**src/hbs_pkg.sv**
```systemverilog
// Shared types and constants of the HDLC bit-stuff NRZI encoder
package hbs_pkg;

    localparam int MAX_BITS = 4096;
    localparam int BITS_W   = $clog2(MAX_BITS + 1);

    localparam int ACTION_W = 2;
    localparam logic [ACTION_W-1:0] ACT_OPEN   = 2'd0;
    localparam logic [ACTION_W-1:0] ACT_DATA   = 2'd1;
    localparam logic [ACTION_W-1:0] ACT_CLOSE  = 2'd2;
    localparam logic [ACTION_W-1:0] ACT_UNUSED = 2'd3;

    localparam logic [7:0] FLAG_BYTE   = 8'h7E;
    localparam int         STUFF_RUN   = 5;
    localparam int         CLOSE_FLAGS = 3;

    localparam int ONES_W = 3;
    localparam int POS_W  = 5;
    localparam logic [POS_W-1:0] BYTE_LAST_POS  = POS_W'(7);
    localparam logic [POS_W-1:0] STUFF_LAST_POS = POS_W'(8);
    localparam logic [POS_W-1:0] CLOSE_LAST_POS = POS_W'(8 * CLOSE_FLAGS - 1);

    // One classified item waiting for the serializer
    typedef struct packed {
        logic [ACTION_W-1:0] action;
        logic                new_frame;
        logic [7:0]          data_byte;
    } hbs_entry_t;

    typedef struct packed {
        logic       push;
        hbs_entry_t entry;
    } hbs_push_t;

    typedef struct packed {
        logic       valid;
        hbs_entry_t entry;
    } hbs_head_t;

endpackage

```
**src/hbs_queue.sv**
```systemverilog
// Two-entry item queue between the classifier and the serializer
module hbs_queue import hbs_pkg::*;
(
    input  logic      clk,
    input  logic      rst_n,
    input  hbs_push_t push,
    input  logic      pop,
    output logic      full,
    output hbs_head_t head
);

    hbs_entry_t slot_reg [2];
    logic       wr_ptr_reg, wr_ptr_next;
    logic       rd_ptr_reg, rd_ptr_next;
    logic [1:0] count_reg, count_next;

    assign full       = (count_reg == 2'd2);
    assign head.valid = (count_reg != 2'd0);
    assign head.entry = slot_reg[rd_ptr_reg];

    always_comb
    begin
        wr_ptr_next = wr_ptr_reg ^ push.push;
        rd_ptr_next = rd_ptr_reg ^ pop;
        count_next  = count_reg + {1'b0, push.push} - {1'b0, pop};
    end

    always_ff @(posedge clk)
    begin
        if (push.push)
        begin
            slot_reg[wr_ptr_reg] <= push.entry;
        end
    end

    always_ff @(posedge clk or negedge rst_n)
    begin
        if (!rst_n)
        begin
            wr_ptr_reg <= 1'b0;
            rd_ptr_reg <= 1'b0;
            count_reg  <= 2'd0;
        end
        else
        begin
            wr_ptr_reg <= wr_ptr_next;
            rd_ptr_reg <= rd_ptr_next;
            count_reg  <= count_next;
        end
    end

endmodule

```
**config.mk**
```make
export PLATFORM = sky130hd
export DESIGN_NAME = hbs_queue
export DESIGN_NICKNAME = d
export VERILOG_FILES = /design/src/hbs_pkg.sv /design/src/hbs_queue.sv
export SDC_FILE = /design/constraint.sdc
export NUM_CORES = 1
export LEC_CHECK = 0
export BUFFER_PORTS_ARGS = -buffer_cell sky130_fd_sc_hd__buf_2
export CAP_MARGIN = 20
export CORE_ASPECT_RATIO = 1.1
export CORE_MARGIN = 5
export CORE_UTILIZATION = 50
export CTS_BUF_LIST = sky130_fd_sc_hd__clkbuf_2 sky130_fd_sc_hd__clkbuf_4 sky130_fd_sc_hd__clkbuf_8
export DETAILED_ROUTE_END_ITERATION = 10
export GPL_ROUTABILITY_DRIVEN = 1
export PLACE_DENSITY = 0.81
export SLEW_MARGIN = 15
export SYNTH_ARGS = -nofsm -noshare
export SYNTH_HDL_FRONTEND = slang
export SYNTH_SLANG_ARGS = --single-unit
```
**constraint.sdc**
```tcl
create_clock -name clk -period 1.72 [get_ports clk]
set_input_delay 0.344 -clock clk [delete_from_list [all_inputs] [get_ports clk]]
set_output_delay 0.344 -clock clk [all_outputs]
set_load 0.02 [all_outputs]
```
* Yosys cells after proc, flatten, opt, wreduce, memory -nomap -nowiden
Memory sizes are Yosys's and may differ from the RTL's.
Cells that the tools add are included.
** Word-level totals
- Bits in registers :: 4
- RAM bits :: 22
- Input bits :: 15
- Output and inout port bits :: 13
- Logic and storage cells :: 12
- Memories kept :: 1
** Cells by class
- $add $sub $neg :: 2
- Equality and inequality tests :: 1
- Mux-type cells :: 2
- Bitwise logic cells :: 2
- Reduce and logical (&&, ||, !) cells :: 1
** Memories
- slot_reg :: depth 2, bits a word 11, rd ports 1, clocked after Yosys merged registers in 0, wr ports 1, line hbs_queue.sv:12 : hbs_entry_t slot_reg [2];
** Operator list (count)
- adder 2 x 1 -> 2 bit :: 1
- == test 2 bit (second input constant) :: 1
- two-way mux 1 bit :: 2
- nonzero test 2 bit :: 1
- subtractor 2 x 1 -> 2 bit :: 1
- bitwise XOR 1 bit :: 2

* Longest topological paths before layout
Gate-level depths: netlist of run 1.
- Depth in word-level cells :: 2
- Depth in mapped cells :: 5
- Mapped depth without buffers :: 5

* Worst setup path after synthesis of run 1
OpenSTA, ideal clock, no wires.
- Path type :: register to output
- Start point :: register rd_ptr_reg
- End point :: output head[1] in the netlist's numbering
- Arrival :: 0.878 ns
- Data required time :: 1.376 ns
- Slack :: 0.498 ns
- Cell stages (with the launch flop) :: 3
- Path buffers :: 1
- Cells stage by stage :: dfrtp_1 > buf_6 > mux2_4
** RTL lines
- start, declared :: line hbs_queue.sv:14 : logic rd_ptr_reg, rd_ptr_next;
- start signal, assigned :: line hbs_queue.sv:47 : rd_ptr_reg <= rd_ptr_next;
- end, declared :: line hbs_queue.sv:9 : output hbs_head_t head

==> results of run 1 <==
## worst max-delay path, cell delays in order (launching register included)
cell     delay (ps)
dfrtp_1         430
buf_4           180
mux2_4          290
buf_2           160
## power by group through the flow
stage               Sequential, uW  Clock (uW)  Combinational (uW)
floorplan                      911           0                 610
global placement               910           0                 799
detailed placement             924           0                 821
CTS                            911         275                 831
global route                   938         298                 963
finish                         917         262                 899
## cell families (layout without fill, tap and decap cells)
kind of cell,after synthesis,in the layout,synth area share
xor+xnor,2,2,0.0313
fa+ha+maj,4,4,0.0481
buf+inv,5,39,0.0253
flops,26,26,0.732
mux,11,11,0.152
simple gates,2,2,0.0120
## worst paths after layout
check	slack [ps]	to	cells past startpoint
worst min-delay path	220	slot_reg[0][3]	1
max in group asynchronous	1240	wr_ptr_reg	2
min in group asynchronous	350	count_reg[0]	2
worst max register to register	440	slot_reg[0][5]	2
worst max-delay path	30	head[8]	3
worst min register to register	630	wr_ptr_reg	3
## placed cells by master, fill, tap and decap left out, drive strengths merged
| cell | count |
|---|---|
| buf | 30 |
| clkbuf | 4 |
| dfrtp | 4 |
| dlygate4sd3 | 1 |
| edfxtp | 22 |
| ha | 4 |
| inv | 4 |
| mux2 | 11 |
| nor2b | 1 |
| or2 | 1 |
| xor2 | 1 |
| xor3 | 1 |
## per-layer routing
| layer | part of all wire | routed length (um) | vias to the layer above | track usage |
|---|---|---|---|---|
| li1 | - | - | 251 | - |
| met1 | 0.36 | 569 | 254 | 0.114 |
| met2 | 0.58 | 900 | 21 | 0.194 |
| met3 | 0.060 | 94 | 0 | 0.0257 |
| met4 | 0 | 0 | 0 | 0.0328 |
| met5 | 0 | 0 | - | 0 |
## area by class of cell
type	count	area [um^2]	area share
tap	28	35.0	0.0271
sequential	26	761	0.588
clock buffer	4	30.0	0.0232
timing repair buffer	31	193	0.149
inverter	4	15.0	0.0116
multi-input combinational	19	260	0.201
## stage by stage
stage	setup TNS [ps]	hold WS (ps)
after floorplan	0	48.4
after global placement	0	154
after detailed placement	0	156
after CTS	0	209
after global routing	-119	195
final	0	218
## what timing repair did
| action | in CTS | in global routing |
|---|---|---|
| resized for setup | 1 | 11 |
| gates cloned | 0 | 1 |
| hold endpoints to repair | 4 | 0 |
| setup endpoints to repair | 2 | 2 |
| setup buffers | 0 | 0 |
| hold buffers | 1 | 0 |
==> summary.md, run 1 <==
| Metric | Value |
|---|---|
| PortBufs | `27` |
| Clock slew at reported path FFs | `about 130 ps` |
| Flops & latches, synth | `26` |
| GP Congestion | `0.603` |
| Critical path class | `flip-flop to primary output` |
| Worst skew pair latency | `300 ps` |
| Cells after Synth | `50` |
| Drt wl/cell | `around 14 um` |
| Clk sinks | `26` |
| Post-Synthesis Cell Area | `1040 um^2` |
| Top cells by count, synth | `22 x edfxtp_1, 9 x mux2_4, 4 x dfrtp_1, 4 x ha_1, 4 x inv_1` |
| Slew of the pin with the lowest slew margin | `523 ps` |
| Largest net degree at the start of global routing | `15` |
| Worst setup margin | `about 26 ps` |
| Diode count | `0` |
| H-tree depth | `1` |
| Pint | `1420 uW` |
| VDD IR-drop max | `881 uV` |
| DP Area | `~1200 um^2` |
| FILL cells | `around 160` |
| Synth warn | `0` |
| Reg2reg start | `wr_ptr_reg` |
| Clock Tree Buf Depth | `2` |
| Psw | `around 650 uW` |
| Share of cells above drive strength 1 | `0.548` |
| Startpoint types | `flip-flop` |
| Count leader, synth | `edfxtp_1` |
| DIE HEIGHT | `57.8 um` |
| Combinational power share | `0.433` |
| Vias in the first global route | `roughly 560` |
| Post-DR vias/cell | `4.70` |
| Final core utilization | `0.647` |
| Worst hold path class | `input pin to flip-flop` |
| Final setup viols | `0` |
| Post-Place Cells | `~110` |
| Initial antenna violation count | `0` |
| DRT Wirelength | `1560 um` |
| Area of the core | `about 2000 um^2` |
| Power Total | `a little over 2000 uW` |
| Synth async-reset ratio | `0.154` |
| Largest register FFs | `22` |
| Clk_skew | `slightly above 10 ps` |
| Sequential power share | `0.441` |
| Fmax | `around 0.6 GHz` |
| Area growth, synth to finish | `24.4%` |
| Pwr Density | `roughly 1600 nW/um^2` |
| RSZ-0062 raised after global routing | `yes` |
| Number of flops mapped to enable cells by yosys | `22` |
| Sequential area share after synthesis | `0.732` |
| Avg Cell Area, Syn | `around 21 um^2` |
| Share of the synthesized area in the top cell type | `0.635` |
| First-pass DRT Iterations | `4` |
| Data arrival time of the critical path | `around 1400 ps` |
| Leading area contributor after synthesis | `edfxtp_1` |
| Hold Crit Start | `push[3]` |
| Switching share of total power | `0.315` |
| Ranking of synthesized cells by area | `edfxtp_1 64%, mux2_4 13%, dfrtp_1 9.6%` |
| DRT iter0 DRCs | `12` |
| Die ar. | `3090 um^2` |
| Crit-path max FO | `4` |
| Tcrit/Tclk final | `0.985` |
| Initial core utilization | `0.520` |
| Lkg Pwr | `0.000572 uW` |
| Post-Layout Cell Count | `112` |
| NumNets Final | `roughly 100` |
| CTS Root Cell | `clkbuf_4` |
| IO Pins | `28` |
| Status | `finished, final reports clean` |
| Final instance area | `~1300 um^2` |
| Slew headroom | `0.652` |
| DIE WIDTH | `about 53 um` |
| Fin crit period | `1690 ps` |
| Post-Syn Nets | `69` |
| GRT Residual Overflow | `0` |
| Max-slew violation count | `0` |
| Clk pwr share | `0.126` |
| CP endpoint kind | `primary output` |
| DRC Markers | `0` |
| Pre-CTS setup slack | `336 ps` |
| Top_reg_cell synth | `edfxtp_1` |
| Max Cap Viol | `0` |
| Overall routing resource usage | `0.105` |
| Global-route wire length before repair | `around 2300 um` |
| Antenna-violating nets left | `0` |
| Cell variety after synth | `11` |
| Via count | `about 530` |
| TritonCTS Buffers | `3` |
| Req. time, crit path | `about 1400 ps` |
| CTS tree | `done` |
| Row count | `17` |
| Endpoints failing hold | `0` |
| Worst Setup SP | `rd_ptr_reg` |
Power figures use the tool's default switching activity.
==> inputs of run 2 (changes only) <==
--- a/config.mk
+++ b/config.mk
@@ -7,14 +7,15 @@
 export LEC_CHECK = 0
 export BUFFER_PORTS_ARGS = -buffer_cell sky130_fd_sc_hd__buf_2
 export CAP_MARGIN = 20
-export CORE_ASPECT_RATIO = 1.1
+export CORE_ASPECT_RATIO = 0.8
 export CORE_MARGIN = 5
-export CORE_UTILIZATION = 50
+export CORE_UTILIZATION = 57
 export CTS_BUF_LIST = sky130_fd_sc_hd__clkbuf_2 sky130_fd_sc_hd__clkbuf_4 sky130_fd_sc_hd__clkbuf_8
 export DETAILED_ROUTE_END_ITERATION = 10
 export GPL_ROUTABILITY_DRIVEN = 1
-export PLACE_DENSITY = 0.81
+export PLACE_DENSITY = 0.9
 export SLEW_MARGIN = 15
 export SYNTH_ARGS = -nofsm -noshare
 export SYNTH_HDL_FRONTEND = slang
 export SYNTH_SLANG_ARGS = --single-unit
+export TNS_END_PERCENT = 100
==> run 2 against run 1 <==
Compared with the run above:
- clock skew shrank 7.4 ps
- final cell count shrank 6.3%
- combinational power grew 6.3%
- final area up 1.9%
- routed wire length fell by 3.5%
- core utilization up 14 points
- critical path depth did not move
- sequential share of layout area down 1.1 points
- first-iteration DRC count decreased by 58%
- non-clock buffer count down 1
- die area is 10% lower
- sequential power is 0.4% lower
==> summary.md, run 2 (synthesis results as in run 1) <==
| Metric | Value |
|---|---|
| TritonCTS Buffers | `3` |
| CP cell instances | `buf_4 > mux2_4 > buf_4` |
| IO Pins | `28` |
| DRT Wirelength | `approximately 1500 um` |
| Power Total | `approximately 2200 uW` |
| Global-route wire length before repair | `2420 um` |
| Vias in the first global route | `556` |
| PortBufs | `27` |
| DIE HEIGHT | `between 40 and 50 um` |
| Startpoint types | `flip-flop` |
| Commonest non-fill, non-tap cell in the layout | `edfxtp_1` |
| Pwr Density | `roughly 1600 nW/um^2` |
| Die ar. | `approximately 2800 um^2` |
| RSZ-0062 raised after global routing | `yes` |
| Area growth, synth to finish | `26.8%` |
| Initial core utilization | `0.621` |
| Share of cells above drive strength 1 | `0.542` |
| Slowest stage delay, CP | `around 420 ps` |
| Final setup viols | `0` |
| Status | `finished, final reports clean` |
| Clk sinks | `26` |
| First-pass DRT Iterations | `4` |
| Final instance area | `1320 um^2` |
| Antenna-violating nets left | `0` |
| Area of the core | `approximately 1700 um^2` |
| Via count | `~500` |
| Data arrival time of the critical path | `approximately 1300 ps` |
| Fin crit period | `1680 ps` |
| Post-CTS Setup Inserts | `0` |
| Final core utilization | `0.787` |
| Req. time, crit path | `approximately 1400 ps` |
| Max-slew violation count | `0` |
| Tcrit/Tclk final | `0.978` |
| Most frequent cells in the layout | `22 x edfxtp_1, 17 x buf_2, 11 x mux2_4, 9 x buf_6` |
| Overall routing resource usage | `0.125` |
| Max stage delay cell, worst path | `dfrtp_1` |
| GP Congestion | `0.654` |
| Worst hold path class | `input pin to flip-flop` |
| Critical path class | `flip-flop to primary output` |
| VDD IR-drop max | `approximately 1100 uV` |
| NumNets Final | `around 100` |
| CP dominant cell by count | `buf_4` |
| Clock slew at reported path FFs | `~120 ps` |
| Drt wl/cell | `14.4 um` |
| FILL cells | `slightly above 90` |
| Slew headroom | `0.633` |
| DP Area | `~1200 um^2` |
| Clock Tree Buf Depth | `2` |
| DRT iter0 DRCs | `5` |
| Lkg Pwr | `0.000581 uW` |
| Max Cap Viol | `0` |
| Initial antenna violation count | `0` |
| CP endpoint kind | `primary output` |
| Worst skew pair latency | `300 ps` |
| DRC Markers | `0` |
| Largest net degree at the start of global routing | `15` |
| Post-Layout Cell Count | `between 100 and 150` |
| Endpoints failing hold | `0` |
| Pre-CTS setup slack | `350 ps` |
| DIE WIDTH | `between 50 and 60 um` |
| Worst setup margin | `38.3 ps` |
| Fmax | `between 0.5 and 0.6 GHz` |
| Row count | `13` |
| Largest register FFs | `22` |
| CTS tree | `done` |
| H-tree depth | `1` |
| CTS Root Cell | `clkbuf_4` |
| Post-DR vias/cell | `4.78` |
| Dpl hpwl | `about 1100 um` |
| Diode count | `0` |
| Crit-path max FO | `4` |
| GRT Residual Overflow | `0` |
| Slew of the pin with the lowest slew margin | `between 500 and 600 ps` |
| Post-Place Cells | `100` |
| Clk_skew | `about 2.7 ps` |
-- run 2: cell count changes in the layout (fill, tap and decap cells not counted), sizes merged --
cell and delta:
buf -1
-- run 2: area by class of cell --
| class | instances | area, um^2 | share of cell area |
|---|---|---|---|
| timing repair buffer | 30 | 219 | 0.166 |
| clock buffer | 4 | 36.3 | 0.0275 |
| sequential | 26 | 761 | 0.577 |
| inverter | 4 | 15.0 | 0.0114 |
| tap | 22 | 27.5 | 0.0209 |
| multi-input combinational | 19 | 260 | 0.197 |
-- run 2: layer usage --
layer,vias to the layer above,GRT usage,share of wire
met4,0,0.0278,0.0066
met5,-,0,0
met1,233,0.118,0.38
met2,16,0.259,0.54
li1,251,-,-
met3,2,0.0503,0.077
-- run 2: final timing paths --
check / start / endpoint / slack, ps / cells past startpoint
setup / recovery: rd_ptr_reg / head[1] / 40 / 3
hold reg to reg: wr_ptr_reg / wr_ptr_reg / 630 / 3
min in group asynchronous: rst_n / count_reg[0] / 360 / 2
max in group asynchronous: rst_n / rd_ptr_reg / 1240 / 2
hold / removal: push[1] / slot_reg[1][1] / 220 / 1
setup reg to reg: wr_ptr_reg / slot_reg[0][7] / 440 / 2
-- run 2: power breakdown --
part / switching (uW) / internal (uW)
combinational: 443 / 513
clock: 159 / 129
sequential: 59.8 / 853
-- run 2: what timing repair did --
action,CTS,global route
endpoints found under the setup margin,3,11
hold buffers,1,0
gates resized for setup,1,20
hold endpoints to repair,4,0
-- run 2: stage by stage --
step                setup TNS (ps)  hold WS (ps)
floorplan                        0          48.4
global placement                 0           154
detailed placement               0           157
CTS                              0           207
global route                  -106           180
finish                           0           216
-- run 2: critical path: cells and delay by family, from the launching register on --
family | cells | cell delay (ps)
buffers and inverters | 2 | 330
DFF | 1 | 420
muxes | 1 | 290
