## src/hbs_pkg.sv

```systemverilog
// Shared types and constants of the HDLC bit-stuff NRZI encoder
package hbs_pkg;

    localparam int MAX_BITS = 4096;
    localparam int BITS_W   = $clog2(MAX_BITS + 1);

    localparam int ACTION_W = 2;
    localparam logic [ACTION_W-1:0] ACT_OPEN   = 2'd0;
    localparam logic [ACTION_W-1:0] ACT_DATA   = 2'd1;
    localparam logic [ACTION_W-1:0] ACT_CLOSE  = 2'd2;
    localparam logic [ACTION_W-1:0] ACT_UNUSED = 2'd3;

    localparam logic [7:0] FLAG_BYTE   = 8'h7E;
    localparam int         STUFF_RUN   = 5;
    localparam int         CLOSE_FLAGS = 3;

    localparam int ONES_W = 3;
    localparam int POS_W  = 5;
    localparam logic [POS_W-1:0] BYTE_LAST_POS  = POS_W'(7);
    localparam logic [POS_W-1:0] STUFF_LAST_POS = POS_W'(8);
    localparam logic [POS_W-1:0] CLOSE_LAST_POS = POS_W'(8 * CLOSE_FLAGS - 1);

    // One classified item waiting for the serializer
    typedef struct packed {
        logic [ACTION_W-1:0] action;
        logic                new_frame;
        logic [7:0]          data_byte;
    } hbs_entry_t;

    typedef struct packed {
        logic       push;
        hbs_entry_t entry;
    } hbs_push_t;

    typedef struct packed {
        logic       valid;
        hbs_entry_t entry;
    } hbs_head_t;

endpackage

```

## src/hbs_if.sv

```systemverilog


interface hbs_out_if;
    logic valid;
    logic ready;
    logic tone;
    logic last;
    logic overflow;

    modport source (output valid, output tone, output last, output overflow, input ready);
    modport sink   (input valid, input tone, input last, input overflow, output ready);
endinterface

```

## src/hbs_back.sv

```systemverilog
// Back end: bit serializer with stuffing, NRZI level, bit limit and output register
module hbs_back import hbs_pkg::*;
(
    input  logic      clk,
    input  logic      rst_n,
    input  hbs_head_t head,
    output logic      pop,
    hbs_out_if.source line
);

    logic              level_reg, level_next;
    logic [ONES_W-1:0] ones_reg, ones_next;
    logic [BITS_W-1:0] bits_reg, bits_next;
    logic              limit_reg, limit_next;
    logic [POS_W-1:0]  pos_reg, pos_next;
    logic              stuff_reg, stuff_next;
    logic              out_valid_reg, out_valid_next;
    logic              tone_reg, tone_next;
    logic              last_reg, last_next;
    logic              ovf_reg, ovf_next;

    assign line.valid    = out_valid_reg;
    assign line.tone     = tone_reg;
    assign line.last     = last_reg;
    assign line.overflow = ovf_reg;

    always_comb
    begin
        logic              step;
        logic              restart;
        logic              eff_level;
        logic [ONES_W-1:0] eff_ones;
        logic [BITS_W-1:0] eff_bits;
        logic              eff_limit;
        logic              bit_val;
        logic              done;
        logic [ONES_W-1:0] ones_inc;

        step    = head.valid && (!out_valid_reg || line.ready);
        // new frame resets the line state before its first bit
        restart = (pos_reg == '0) && !stuff_reg && (head.entry.action == ACT_OPEN)
                  && head.entry.new_frame;
        eff_level = restart ? 1'b1 : level_reg;
        eff_ones  = restart ? '0 : ones_reg;
        eff_bits  = restart ? '0 : bits_reg;
        eff_limit = restart ? 1'b0 : limit_reg;

        bit_val  = 1'b0;
        done     = 1'b0;
        ones_inc = eff_ones + ONES_W'(1);

        level_next     = level_reg;
        ones_next      = ones_reg;
        bits_next      = bits_reg;
        limit_next     = limit_reg;
        pos_next       = pos_reg;
        stuff_next     = stuff_reg;
        out_valid_next = out_valid_reg && !line.ready;
        tone_next      = tone_reg;
        last_next      = last_reg;
        ovf_next       = ovf_reg;

        if (step)
        begin
            out_valid_next = 1'b1;
            level_next     = eff_level;
            ones_next      = eff_ones;
            bits_next      = eff_bits;
            if (eff_limit || (eff_bits == BITS_W'(MAX_BITS)))
            begin
                // a bit is due but the frame is out of budget
                limit_next = 1'b1;
                done       = 1'b1;
                tone_next  = 1'b0;
                last_next  = 1'b1;
                ovf_next   = 1'b1;
            end
            else
            begin
                limit_next = 1'b0;
                if (stuff_reg)
                begin
                    bit_val    = 1'b0;
                    ones_next  = '0;
                    stuff_next = 1'b0;
                    done       = (pos_reg == STUFF_LAST_POS);
                end
                else if (head.entry.action == ACT_DATA)
                begin
                    bit_val    = head.entry.data_byte[pos_reg[2:0]];
                    ones_next  = bit_val ? ones_inc : '0;
                    stuff_next = bit_val && (ones_inc == ONES_W'(STUFF_RUN));
                    done       = (pos_reg == BYTE_LAST_POS) && !stuff_next;
                    pos_next   = pos_reg + POS_W'(1);
                end
                else
                begin
                    bit_val   = FLAG_BYTE[pos_reg[2:0]];
                    ones_next = '0;
                    done      = (head.entry.action == ACT_OPEN) ? (pos_reg == BYTE_LAST_POS)
                                                               : (pos_reg == CLOSE_LAST_POS);
                    pos_next  = pos_reg + POS_W'(1);
                end
                level_next = eff_level ^ !bit_val;
                bits_next  = eff_bits + BITS_W'(1);
                tone_next  = eff_level ^ !bit_val;
                last_next  = done;
                ovf_next   = 1'b0;
            end
            if (done)
            begin
                pos_next   = '0;
                stuff_next = 1'b0;
            end
        end
        pop = step && done;
    end

    always_ff @(posedge clk)
    begin
        tone_reg <= tone_next;
        last_reg <= last_next;
        ovf_reg  <= ovf_next;
    end

    always_ff @(posedge clk or negedge rst_n)
    begin
        if (!rst_n)
        begin
            level_reg     <= 1'b1;
            ones_reg      <= '0;
            bits_reg      <= '0;
            limit_reg     <= 1'b0;
            pos_reg       <= '0;
            stuff_reg     <= 1'b0;
            out_valid_reg <= 1'b0;
        end
        else
        begin
            level_reg     <= level_next;
            ones_reg      <= ones_next;
            bits_reg      <= bits_next;
            limit_reg     <= limit_next;
            pos_reg       <= pos_next;
            stuff_reg     <= stuff_next;
            out_valid_reg <= out_valid_next;
        end
    end

endmodule

```

## src/flat_wrapper.sv

```systemverilog
// flat-port wrapper written by rule: the top's interface ports become plain ports
module hbs_back_flat import hbs_pkg::*;
  (clk, rst_n, head, pop, line_valid, line_tone, line_last, line_overflow, line_ready);
  hbs_out_if line_i ();
  input  logic clk;
  input  logic rst_n;
  input  hbs_head_t head;
  output logic pop;
  output wire logic [$bits(line_i.valid)-1:0] line_valid;
  output wire logic [$bits(line_i.tone)-1:0] line_tone;
  output wire logic [$bits(line_i.last)-1:0] line_last;
  output wire logic [$bits(line_i.overflow)-1:0] line_overflow;
  input wire logic [$bits(line_i.ready)-1:0] line_ready;
  assign line_valid = line_i.valid;
  assign line_tone = line_i.tone;
  assign line_last = line_i.last;
  assign line_overflow = line_i.overflow;
  assign line_i.ready = line_ready;
  hbs_back u_core (.clk(clk), .rst_n(rst_n), .head(head), .pop(pop), .line(line_i));
endmodule
```

## config.mk

```make
export PLATFORM = sky130hd
export DESIGN_NAME = hbs_back_flat
export DESIGN_NICKNAME = d
export VERILOG_FILES = /design/src/hbs_pkg.sv /design/src/hbs_if.sv /design/src/hbs_back.sv /design/src/flat_wrapper.sv
export SDC_FILE = /design/constraint.sdc
export NUM_CORES = 1
export LEC_CHECK = 0
export BUFFER_PORTS_ARGS = -buffer_cell sky130_fd_sc_hd__buf_2
export CORE_MARGIN = 10
export CORE_UTILIZATION = 45
export DETAILED_ROUTE_END_ITERATION = 16
export PLACE_DENSITY_LB_ADDON = 0.08
export SKIP_LAST_GASP = 1
export SYNTH_ARGS = -nofsm -noshare
export SYNTH_HDL_FRONTEND = slang
export SYNTH_SLANG_ARGS = --single-unit
```

## constraint.sdc

```tcl
create_clock -name clk -period 4.35 [get_ports clk]
set_input_delay 0.435 -clock clk [delete_from_list [all_inputs] [get_ports clk]]
set_output_delay 0.435 -clock clk [all_outputs]
set_load 0.05 [all_outputs]
```

# After elaboration in Yosys (flattened, before gate mapping)

Memories as Yosys holds them, arrays and structs flattened.
Index checks and enable logic that the tools add are counted.

Bits in registers: 28
Memory bits (read-only): 8
Output and inout bits: 5
Logic and storage cells: 75
Memories: 1

$add $sub $neg: 3
Magnitude comparators: 1
Eq/ne operators: 8
Mux-type cells: 32
Bitwise gates (word level): 1
Reduce and logical (&&, ||, !) cells: 19

Memories:

| memory          | words | bits a word | rd ports | clocked after memory_dff | wr ports | line           | source |
|---|---|---|---|---|---|---|---|
| (no name shown) | 8     | 1           | 1        | 0                        | 0        | hbs_back.sv:98 | `bit_val = FLAG_BYTE[pos_reg[2:0]];` |

Operator list:

| kind                                                        | count |
|---|---|
| two-way mux 13 bit                                          | 2 |
| two-way mux 1 bit                                           | 21 |
| two-way mux 3 bit                                           | 5 |
| two-way mux 5 bit                                           | 3 |
| adder 13 x 1 -> 13 bit (second input constant)              | 1 |
| equality test 13 bit (second input constant)                | 1 |
| logical AND 1 bit                                           | 8 |
| adder 5 x 1 -> 5 bit (second input constant)                | 1 |
| equality test 5 x 3 -> 1 bit (second input constant)        | 1 |
| equality test 5 x 4 -> 1 bit (second input constant)        | 1 |
| equality test 5 bit (second input constant)                 | 1 |
| zero test 1 bit                                             | 5 |
| zero test 5 bit                                             | 1 |
| less-than comparator 3 x 4 -> 1 bit (second input constant) | 1 |
| inequality test 2 bit (second input constant)               | 2 |
| adder 3 x 1 -> 3 bit (second input constant)                | 1 |
| binary-select mux 1 bit (select 3 bit)                      | 1 |
| equality test 3 bit (second input constant)                 | 1 |
| AND reduction 3 bit                                         | 1 |
| equality test 2 x 1 -> 1 bit (second input constant)        | 1 |
| zero test 2 bit                                             | 1 |
| logical OR 1 bit                                            | 2 |
| AND reduction 2 bit                                         | 1 |
| XOR 1 bit                                                   | 1 |

# Depth between registers and ports, before layout

Depth in word-level cells: 16
Mapped depth: 13

# Worst setup path after synthesis

No wires, ideal clock.

Path kind: reg-to-output
From: register u_core.pos_reg[0]
To: output pop
Arrival time: 2.969 ns
Slack: 0.946 ns
Stages on the path, launching flop included: 14
Path buffers: 0
Cell sequence: dfrtp_1 > inv_1 > ha_1 > nor4b_4 > nand2_2 > and2_1 > inv_1 > ha_1 > nor4b_1 > a31o_2 > nand2_2 > inv_2 > a31oi_4 > nor2_1

Cells in the longest elaborated chain, start to end: 16
Elaborated cells between the ends (all ways): 26

RTL lines:

| element                            | line              | source |
|---|---|---|
| start: declaration                 | hbs_back.sv:15    | `logic [POS_W-1:0] pos_reg, pos_next;` |
| start signal: assignment           | hbs_back.sv:144   | `pos_reg <= pos_next;` |
| zero test 5 bit                    | hbs_back.sv:41    | `restart = (pos_reg == '0) && !stuff_reg && (head.entry.action == ACT_OPEN)` |
| logical AND 1 bit (2 in a row)     | hbs_back.sv:41    |  |
| logical AND 1 bit                  | hbs_back.sv:42    | `&& head.entry.new_frame;` |
| two-way mux 3 bit                  | hbs_back.sv:44    | `eff_ones = restart ? '0 : ones_reg;` |
| adder 3 x 1 -> 3 bit               | hbs_back.sv:50    | `ones_inc = eff_ones + ONES_W'(1);` |
| equality test 3 bit                | hbs_back.sv:92    | `stuff_next = bit_val && (ones_inc == ONES_W'(STUFF_RUN));` |
| logical AND 1 bit                  | hbs_back.sv:92    |  |
| zero test 1 bit                    | hbs_back.sv:93    | `done = (pos_reg == BYTE_LAST_POS) && !stuff_next;` |
| logical AND 1 bit                  | hbs_back.sv:93    |  |
| two-way mux 1 bit                  | hbs_back.sv:88    | `else if (head.entry.action == ACT_DATA)` |
| two-way mux 1 bit                  | hbs_back.sv:81    | `if (stuff_reg)` |
| two-way mux 1 bit (*)              | hbs_back.sv:69    | `if (eff_limit \|\| (eff_bits == BITS_W'(MAX_BITS)))` |
| two-way mux 1 bit (*) (2 in a row) | hbs_back.sv:63    | `if (step)` |
| logical AND 1 bit (*)              | hbs_back.sv:116   | `pop = step && done;` |
| end: declaration                   | flat_wrapper.sv:8 | `output logic pop;` |

Every way passes the cells marked *; elsewhere a longest branch is shown, timed or not. The select of a mux whose other input is x is not followed.

# Final worst setup path

Ends and elaborated chain as after synthesis.

==> results.sh <==
export IMPL_ff2ff_path_depth=11
export IMPL_total_setup_buffers_inserted_after_cts=0
export IMPL_commonest_non_fill_non_tap_cells_in_the_layout="dfrtp_1 (24), nand2_1 (21), buf_2 (19)"
export IMPL_final_min_clock_period_ps=4078
export IMPL_tightest_slew_ps=709.1
export IMPL_routability_driven_placement_congestion_ratio=0.8477
export IMPL_post_synth_instance_area_um2=1857
export IMPL_maxCapViolCount=0
export IMPL_rsz0062_at_grt="false"
export IMPL_drtAntennaViolNets=0
export IMPL_via_count_of_the_first_global_routing_pass=1486
export IMPL_clk_pin_slew_ps=90
export IMPL_htree_levels=1
export IMPL_clock_sinks=28
export IMPL_clock_latency_ps=270
export IMPL_io_pins=20
export IMPL_cts_resized_gates=0
export IMPL_pwr_density_cell_nw_per_um2=387.4
export IMPL_timing_max_transition_violations_final=0
export IMPL_pre_antenna_drt_iters=4
export IMPL_synth_cell_types=57
export IMPL_tns_ps=0
export IMPL_numCtsBuffers=3
export IMPL_finalSetupViolCount=0
export IMPL_ir_worst_vdd_mv=0.2323
export IMPL_timing_critical_path_from_type="flip-flop"
export IMPL_hpwl_um=3232
export IMPL_cp_end_kind="output port"
export IMPL_number_of_antenna_violations_at_the_first_check_in_global_routing=0
export IMPL_post_route_drc_count=0
export IMPL_drive_gt1_share_pct=21.83
export IMPL_grt_use_total_pct=12.08
export IMPL_cp_data_arrival_time_ps=3640
export IMPL_post_cts_hold_fix_bufs=0
export IMPL_initial_utilization_pct=46.42
export IMPL_cts_root_to_sink_buffers=2
export IMPL_timing_critical_path_required_ps=3910
export IMPL_finalHoldViolations=0
export IMPL_syn2layout_area_growth_pct=8.693
export IMPL_floorplan_die_area_um2=7096
export IMPL_postRouteWirelength_um=4309
export IMPL_grt_max_degree=26
export IMPL_reg2reg_setup_slack_ps=980
export IMPL_die_x_um=84.24
export IMPL_postSynthNetCount=200
export IMPL_synthCells=179
export IMPL_rows=23
export IMPL_slew_headroom_pct=52.29
export IMPL_finish_utilization_pct=50.45
export IMPL_synthArstFlopShare_pct=89.29
export IMPL_ctsRootBufferMaster="clkbuf_8"
export IMPL_synth_warnings=0
export IMPL_timing_worst_setup_path_type="flip-flop to output port"
export IMPL_most_common_cell_after_layout_fill_and_taps_aside="dfrtp_1"
export IMPL_largest_register_ffs=13
export IMPL_finalClockSkew_ps=4.917
export IMPL_antennaDiodeCount=0
export IMPL_drt_wl_cell_um=17.45
export IMPL_final_period_utilization_pct=93.75
export IMPL_grt_pass1_wl_um=7341
export IMPL_power_leakage_uw=0.0008396
export IMPL_ys_dominant_reg_cell="dfrtp_1"
export IMPL_critical_path_reg2reg_endpoint="u_core.line.last$_DFFE_PP_"
export IMPL_cts_tree="done"
export IMPL_critical_path_max_fanout=9
export IMPL_drtIter0Drc=135
export IMPL_core_region_area_um2=4000
export IMPL_max_freq_ghz=0.2452
export IMPL_hp_class="input pin to asynchronous set/reset pin"
export IMPL_status="finished clean"
export IMPL_timing_rr_start="u_core.pos_reg[0]$_DFFE_PN0P_"
export IMPL_fin_hold_ws_ps=144.2
export IMPL_grt_overflow_total=0
export IMPL_portBuffers=19
export IMPL_synth_ff_latch_count=28
export IMPL_fin_nets=219
export IMPL_synth_avg_cell_area_um2=10.37
export IMPL_ys_seq_area_share_pct=38.61
export IMPL_die_height_um=84.24
export IMPL_overall_via_count_from_detail_route=1495
export IMPL_vias_per_cell=6.053
export IMPL_synth_edf_count=3
-- through the flow --
step / cells / total power (uW) / cell area [um^2] / setup WS, ps
after floorplan: 179 / 577.6 / 1857 / 946.3
after global placement: 243 / 636.2 / 1973 / 707.9
after detailed placement: 243 / 643.1 / 1973 / 610.2
after CTS: 247 / 787.7 / 2018 / 275.0
after global routing: 247 / 840.7 / 2018 / 37.00
final: 247 / 781.9 / 2018 / 271.9
-- routing by layer --
layer	vias up	part of all wire, %	track usage [%]	routed length, um
met5	-	0	0	0
met1	734	45	15.52	1938
met2	44	48	19.36	2066
met4	0	1.4	2.740	60
li1	711	-	-	-
met3	6	5.6	3.575	243
-- worst max path at each step --
stage                                        from  endpoint  slack [ps]  cells after the start
global placement    u_core.pos_reg[0]$_DFFE_PN0P_       pop         710                     12
finish              u_core.pos_reg[0]$_DFFE_PN0P_       pop         270                     12
floorplan           u_core.pos_reg[0]$_DFFE_PN0P_       pop         950                     13
detailed placement  u_core.pos_reg[0]$_DFFE_PN0P_       pop         610                     12
CTS                 u_core.pos_reg[0]$_DFFE_PN0P_       pop         270                     12
global route        u_core.pos_reg[0]$_DFFE_PN0P_       pop          40                     12
-- synth_stat cells (all sizes together), types with 4 or more instances --
cell type  number  area, um^2
a21oi           5       28.78
a32o            4       40.04
and2            5       31.28
buf             4       37.53
dfrtp          24       600.6
ha              6       75.07
inv             8       30.03
mux2i           4       52.55
nand2          24       97.60
nand3           9       45.04
nand4           4       25.02
nor2            7       33.78
nor4b           5       73.83
o21ai          12       60.05
xor2            6       52.55
-- worst max-delay path: stages, from the launching register on --
cell	delay (ps)
dfrtp_1	480
inv_1	90
ha_1	220
nor4b_4	340
nand2_2	220
and2_1	230
ha_1	280
or4b_2	630
a21oi_1	170
o211ai_2	130
a31oi_4	290
nor2_1	80
buf_2	220
-- kinds of logic (layout without fill, tap and decap cells) --
kind of cell / after synthesis / in the layout / synth area share, %
and+or+nand+nor: 74 / 74 / 25.27
AOI/OAI and AO/OA: 41 / 41 / 16.91
DFF: 28 / 28 / 38.61
buffers and inverters: 13 / 31 / 3.841
xor gates and xnor gates: 9 / 9 / 4.246
muxes: 8 / 8 / 7.075
adders and majority gates: 6 / 6 / 4.043
-- cell type report --
type / instances / area (um^2)
fillers: 379 / 1982
inverters: 8 / 30.03
repair buffers: 19 / 95.09
clock buffers: 4 / 45.04
flip-flops and latches: 28 / 716.9
well taps: 50 / 62.56
multi-input cells: 138 / 1069
-- where the power goes --
part	switching, uW	internal [uW]	total, uW
clock	76.2	65.7	142
sequential	67.8	316	384
combinational	138	118	256
No activity file was read; power rests on OpenSTA's default activity.
